## src/rtl/sek_pkg.sv

```systemverilog
// Shared types, constants and the 2^-x table function for the squared
// exponential kernel block. No dependencies.
package sek_pkg;

  localparam int SUM_W  = 40;  // distance accumulator, unsigned Q24.16
  localparam int NUM_W  = 58;  // divider dividend width
  localparam int DEN_W  = 34;  // divider divisor width
  localparam int T_W    = 33;  // scaled distance t, Q.16, clamped to 2^32
  localparam int E_W    = 33;  // exponential, Q.32
  localparam int P_W    = 25;  // var * E, Q.16
  localparam int ROOT_W = 16;  // sqrt(var), Q4.12 of a Q8.24 radicand
  localparam int RAD_W  = 32;
  localparam int CFG_W  = 16;
  localparam int IDX_W  = 2;
  localparam int RES_W  = 32;

  localparam logic [SUM_W-1:0] SUM_MAX   = {SUM_W{1'b1}};
  localparam logic [16:0]      LOG2E_Q16 = 17'd94548;
  localparam logic [63:0]      LN2_Q32   = 64'd2977044472;
  localparam logic [63:0]      ONE_Q32   = 64'h1_0000_0000;

  localparam logic [IDX_W-1:0] REG_LENGTH_SCALE    = 2'd0;
  localparam logic [IDX_W-1:0] REG_SIGNAL_VARIANCE = 2'd1;
  localparam logic [IDX_W-1:0] REG_OUTPUT_MODE     = 2'd2;

  localparam logic [1:0] MODE_KERNEL = 2'd0;
  localparam logic [1:0] MODE_GRAD_L = 2'd1;
  localparam logic [1:0] MODE_GRAD_V = 2'd2;

  // Datapath operations issued by the controller.
  localparam logic [3:0] OP_NONE = 4'd0;
  localparam logic [3:0] OP_DEN  = 4'd1;   // latch l and 2*l*l
  localparam logic [3:0] OP_CLR  = 4'd2;   // take overflow flag, clear accumulator
  localparam logic [3:0] OP_T    = 4'd3;
  localparam logic [3:0] OP_U    = 4'd4;
  localparam logic [3:0] OP_TAB  = 4'd5;
  localparam logic [3:0] OP_M    = 4'd6;
  localparam logic [3:0] OP_E    = 4'd7;
  localparam logic [3:0] OP_P    = 4'd8;
  localparam logic [3:0] OP_PT   = 4'd9;
  localparam logic [3:0] OP_GRAD = 4'd10;
  localparam logic [3:0] OP_P2   = 4'd11;

  typedef struct packed {
    logic       accept;
    logic [3:0] op;
    logic       div_start;
    logic       div_grad;
    logic       sqrt_start;
    logic       out_load;
  } sek_cmd_t;

  typedef struct packed {
    logic       div_done;
    logic       sqrt_busy;
    logic [1:0] mode;
  } sek_sts_t;

  // 2^-(i/depth) in Q.32 from a truncated Taylor series of exp(-z), z in Q.32.
  function automatic logic [E_W-1:0] pow2_entry(input logic [63:0] z);
    logic [63:0] sum;
    logic [63:0] term;
    sum  = ONE_Q32;
    term = ONE_Q32;
    for (int k = 1; k <= 20; k++) begin
      term = ((term * z) >> 32) / 64'(k);
      if (k[0]) begin
        sum = sum - term;
      end else begin
        sum = sum + term;
      end
    end
    return sum[E_W-1:0];
  endfunction

endpackage

```

## src/rtl/sek_ctrl.sv

```systemverilog
// Controller: sequences the accumulate and the per-pair result tail and
// owns the channel handshakes. Depends on sek_pkg.
module sek_ctrl (
  input  logic              clk,
  input  logic              rst_n,
  input  logic              in_valid,
  input  logic              in_last,
  output logic              in_ready,
  output logic              out_valid,
  input  logic              out_ready,
  input  sek_pkg::sek_sts_t sts,
  output sek_pkg::sek_cmd_t cmd
);
  localparam logic [3:0] ST_IDLE = 4'd0;
  localparam logic [3:0] ST_DEN  = 4'd1;
  localparam logic [3:0] ST_DIV1 = 4'd2;
  localparam logic [3:0] ST_WT1  = 4'd3;
  localparam logic [3:0] ST_T    = 4'd4;
  localparam logic [3:0] ST_U    = 4'd5;
  localparam logic [3:0] ST_TAB  = 4'd6;
  localparam logic [3:0] ST_M    = 4'd7;
  localparam logic [3:0] ST_E    = 4'd8;
  localparam logic [3:0] ST_P    = 4'd9;
  localparam logic [3:0] ST_PT   = 4'd10;
  localparam logic [3:0] ST_DIV2 = 4'd11;
  localparam logic [3:0] ST_WT2  = 4'd12;
  localparam logic [3:0] ST_GRAD = 4'd13;
  localparam logic [3:0] ST_SQ   = 4'd14;
  localparam logic [3:0] ST_OUT  = 4'd15;

  logic [3:0] state_r, state_nxt;
  logic       out_valid_r, out_valid_nxt;
  logic       slot_free;

  assign slot_free = !out_valid_r || out_ready;

  always_comb begin
    state_nxt = state_r;
    cmd       = '0;
    in_ready  = 1'b0;
    unique case (state_r)
      ST_IDLE: begin
        in_ready   = 1'b1;
        cmd.accept = in_valid;
        if (in_valid && in_last) begin
          state_nxt = ST_DEN;
        end
      end
      ST_DEN: begin
        cmd.op    = sek_pkg::OP_DEN;
        state_nxt = ST_DIV1;
      end
      ST_DIV1: begin
        // The divider and root unit take their operands before the clear.
        cmd.op         = sek_pkg::OP_CLR;
        cmd.div_start  = 1'b1;
        cmd.sqrt_start = 1'b1;
        state_nxt      = ST_WT1;
      end
      ST_WT1: if (sts.div_done) begin
        state_nxt = ST_T;
      end
      ST_T: begin
        cmd.op    = sek_pkg::OP_T;
        state_nxt = ST_U;
      end
      ST_U: begin
        cmd.op    = sek_pkg::OP_U;
        state_nxt = ST_TAB;
      end
      ST_TAB: begin
        cmd.op    = sek_pkg::OP_TAB;
        state_nxt = ST_M;
      end
      ST_M: begin
        cmd.op    = sek_pkg::OP_M;
        state_nxt = ST_E;
      end
      ST_E: begin
        cmd.op    = sek_pkg::OP_E;
        state_nxt = ST_P;
      end
      ST_P: begin
        cmd.op = sek_pkg::OP_P;
        if (sts.mode == sek_pkg::MODE_GRAD_L) begin
          state_nxt = ST_PT;
        end else if (sts.mode == sek_pkg::MODE_GRAD_V) begin
          state_nxt = ST_SQ;
        end else begin
          state_nxt = ST_OUT;
        end
      end
      ST_PT: begin
        cmd.op    = sek_pkg::OP_PT;
        state_nxt = ST_DIV2;
      end
      ST_DIV2: begin
        cmd.div_start = 1'b1;
        cmd.div_grad  = 1'b1;
        state_nxt     = ST_WT2;
      end
      ST_WT2: if (sts.div_done) begin
        state_nxt = ST_GRAD;
      end
      ST_GRAD: begin
        cmd.op    = sek_pkg::OP_GRAD;
        state_nxt = ST_OUT;
      end
      ST_SQ: if (!sts.sqrt_busy) begin
        cmd.op    = sek_pkg::OP_P2;
        state_nxt = ST_OUT;
      end
      ST_OUT: if (slot_free) begin
        cmd.out_load = 1'b1;
        state_nxt    = ST_IDLE;
      end
      default: state_nxt = ST_IDLE;
    endcase
  end

  always_comb begin
    out_valid_nxt = out_valid_r;
    if (cmd.out_load) begin
      out_valid_nxt = 1'b1;
    end else if (out_ready) begin
      out_valid_nxt = 1'b0;
    end
  end

  always_ff @(posedge clk) begin
    if (!rst_n) begin
      state_r     <= ST_IDLE;
      out_valid_r <= 1'b0;
    end else begin
      state_r     <= state_nxt;
      out_valid_r <= out_valid_nxt;
    end
  end

  assign out_valid = out_valid_r;
endmodule

```

## config.mk

```make
export PLATFORM = sky130hd
export DESIGN_NAME = sek_ctrl
export DESIGN_NICKNAME = d
export VERILOG_FILES = /design/src/rtl/sek_pkg.sv /design/src/rtl/sek_ctrl.sv
export SDC_FILE = /design/constraint.sdc
export NUM_CORES = 1
export LEC_CHECK = 0
export BUFFER_PORTS_ARGS = -buffer_cell sky130_fd_sc_hd__buf_2
export CORE_UTILIZATION = 30
export CTS_BUF_LIST = sky130_fd_sc_hd__clkbuf_2 sky130_fd_sc_hd__clkbuf_4 sky130_fd_sc_hd__clkbuf_8
export DETAILED_ROUTE_END_ITERATION = 6
export GPL_ROUTABILITY_DRIVEN = 0
export SETUP_SLACK_MARGIN = 0.02
export SLEW_MARGIN = 20
export SYNTH_ARGS = -nofsm -noshare
export SYNTH_HDL_FRONTEND = slang
export SYNTH_SLANG_ARGS = --single-unit
```

## constraint.sdc

```tcl
create_clock -name clk -period 3.7 [get_ports clk]
set_input_delay 0.555 -clock clk [delete_from_list [all_inputs] [get_ports clk]]
set_output_delay 0.555 -clock clk [all_outputs]
set_load 0.005 [all_outputs]
```

### Yosys cells after proc, flatten, opt, wreduce, memory -nomap -nowiden

Cells that the tools add are included.
Widths: inputs -> output; s select.

* input port bits: 9
* bits in registers: 5
* output and inout bits: 11

* equal/unequal tests: 22
* reductions and logical operators: 7
* mux-type cells: 19

Operators with widths (number)
* $pmux 4 s16: 1
* $pmux 4 s11: 1
* $eq 4x4->1 const B: 8
* $mux 4: 7
* $eq 4x3->1 const B: 4
* $mux 1: 10
* $ne 2x2->1 const B: 5
* $eq 4x2->1 const B: 2
* $reduce_and 5->1: 1
* $eq 4x1->1 const B: 1
* $logic_not 4->1: 1
* $eq 2x1->1 const B: 1
* $eq 2x2->1 const B: 1
* $reduce_bool 2->1: 1
* $reduce_or 2->1: 1
* $logic_and 1x1->1: 1
* $logic_not 1->1: 1
* $logic_or 1x1->1: 1

### Longest topological paths before layout

* depth after elaboration: 5
* gate-level depth with buffers: 6
* gate-level depth less buffers: 6

### Least setup slack after synthesis

OpenSTA, ideal clock, no wires.

* path kind: input port to output port
* start: input port out_ready
* end: output port cmd[0] (netlist bit)
* data arrival time: 984 ps
* cell stages on the path: 3
* slack: 2161 ps
* cell sequence: nand2b_1 nor2b_1 buf_4

RTL lines
* from (decl): line sek_ctrl.sv:10 `input logic out_ready,`
* to (decl): line sek_ctrl.sv:12 `output sek_pkg::sek_cmd_t cmd`

==> results.md <==
* CTS sink cnt at 5
* Mapped Cells at 67
* Outcome: finished, final reports clean
* Synth top area cells: dfxtp_1 20%, nand2b_1 6.3%, a21oi_1 5.1%
* Fmax at around 470 MHz
* Buffers & Inverters on Critical Path at 1
* Post-cts resize count at 0
* DR iter-0 viols at 13
* Final hold vios at 0
* Relative slew slack at 60.6%
* Ports at 20
* Max-cap violation count at 0
* CTS Buffer Depth at 2
* Final HPWL from detailed placement at 755 um
* Setup crit start kind: flip-flop
* Average wire per cell in the routed design at 10.8 um
* PwrDens at 680 nW/um^2
* Number of fill cells at roughly 160
* Total iterations of the first detailed-routing run at 4
* Final Non-Filler Cells at 100
* Synthesis-stage register bit count at 5
* TritonCTS Buffers at 3
* Nature of the critical path endpoint: primary output
* Placed Area at 574 sq um
* TritonCTS clock tree: built
* Critical Path Fanout Max at 19
* Area Growth Syn to Fin at 22.3%
* Remaining global-route overflow at 0
* Share of layout cells above drive strength 1 at about 30%
* DIE AREA at ~1800 sq um
* Finish-stage setup viols at 0
* Slew @ Worst Pin at ~0.59 ns
* Post-route DRC at 0
* GRT Total Usage at about 14%
* Hold_sp: out_valid
* Crit-path max cell delay at 0.69 ns
* Drt via density at between 5 and 6
* Fin crit share at 57.1%
* CTS HTree Levels at 1
* Nets at 95
* Clk slew on worst S/H paths at ~0.04 ns
* Most frequent cells in the layout: 19 x buf_2, 5 x nand2b_1, 5 x a21oi_1, 5 x dfxtp_1
* Core area at approximately 1500 sq um
* Number of global-route vias before repair at 440
* Initial Util at roughly 32%
* Final hold slack at 0.549 ns
* Unique masters post-synth at 32
* Total wire length at 1080 um
* Syn_nets at 77
* Delay-heaviest family, CP: flip-flops
* Placed cells at 96
* Overall die width at 42.6 um
* Clock root buffer: clkbuf_4
* Worst flop-to-flop path startpoint: state_r[3]
* Initial antenna violation count at 0
* Leak at 0.278 nW
* Clk Latency, worst-skew pair at roughly 0.25 ns
* Area leader, netlist: dfxtp_1
* Skew final at about 0.00032 ns
* Cts hold-fix bufs at 0
* FF+latch area at approximately 100 sq um
* Yosys warning count at 0
* Number of synthesized flops with an enable pin at 0
* Ys async rst share at 0%
* Crit. Startpoint: state_r[3]
* Mean Syn Cell Area at 7.38 sq um
* First-pass GRT wire length at 1980 um
* Worst EP required at 3.14 ns
* Post-layout util at 39.7%
* Setup Fix Bufs, Post-CTS at 0
* Die Height at 42.6 um
* Synthesized cell area at ~500 sq um
* Peak supply drop at around 0.34 mV
* Commonest non-fill, non-tap cell in the layout: buf_2
* Finished Cell Area at 604 sq um
* Final setup TNS at 0 ns
* Largest net degree at the start of global routing at 20
* # port buffers at 19
* Routed Antenna Nets at 0
* Critical path class: flip-flop to primary output
* CP max stage cell: dfxtp_1
* Multi-input gate area at between 300 and 400 sq um
* Hold Path Class: flip-flop to flip-flop
* Critical Path AT at ~1.6 ns
* Share of the synthesized area in the top cell type at 20.3%
* Synth Flop Type: dfxtp_1
* Vias at 526
* CP cell instances: nand4_1 > nor2b_1 > buf_2
* Num rows at 14
* Final worst path period need at 2.11 ns
* RSZ-0062 raised after global routing: false
* N_diodes at 0
* Sequential element share of the synthesized area at 20.3%
* Slew Viols, Final at 0
worst paths after layout:
check | to | slack [ns] | cells past startpoint
worst max-delay path | cmd[0] | 1.59 | 3
worst min-delay path | out_valid | 0.55 | 2
worst max register to register | state_r[2] | 2.10 | 4
worst min register to register | out_valid | 0.55 | 2
through the flow:
stage                     setup slack, ns  power (W)
after global routing                 1.45   0.000452
after global placement               1.87   0.000335
final                                1.59   0.000411
after detailed placement             1.87   0.000339
after floorplan                      2.16   0.000275
after CTS                            1.60   0.000413
metal layers:
layer  GRT usage [%]  up-vias  wire, um
met3            2.59        2        31
met1            21.9      239       545
met5               0        -         0
met4            5.63        0        17
met2            17.8        7       483
li1                -      278         -
sequential cells by signal, indices dropped and copies added (netlist names):
| name | count |
|---|---|
| state_r | 4 |
| out_valid | 1 |
synthesized netlist by cell type, types with 2 or more instances:
cell	n
inv_1	3
a2bb2oi_1	2
a21oi_1	5
buf_2	4
nor2b_1	3
o21ai_0	4
buf_4	2
and4bb_1	2
dfxtp_1	5
nor3_1	4
nand2b_1	5
nand3_1	2
nor2_1	4
nand2_1	4
cells by family (layout without fill, tap and decap cells):
family	Yosys count	in the layout	synth area share [%]
buffers and inverters	9	26	9.37
and+or+nand+nor	28	28	33.7
DFF	5	5	20.3
adders and majority gates	1	1	2.53
AOI/OAI and AO/OA	22	22	30.6
xor gates and xnor gates	2	2	3.54
report_power, final:
group,leakage (nW),switching (W),internal (W)
clock,0.0184,0.0000256,0.0000483
combinational,0.219,0.0000885,0.000115
sequential,0.0410,0.0000642,0.0000695
total,0.278,0.000178,0.000233
worst min-delay path, cell delays in order (launching register included):
cell	delay [ns]
dfxtp_1	0.30
nand2b_1	0.12
a21oi_1	0.07
cell type report:
cell class	instances	area share, %
Timing Repair Buffer	19	15.7
Inverter	3	1.86
Clock buffer	4	4.97
Multi-Input combinational cell	53	57.6
Tap cell	16	3.31
Sequential cell	5	16.6
(Power assumes the default switching activity.)
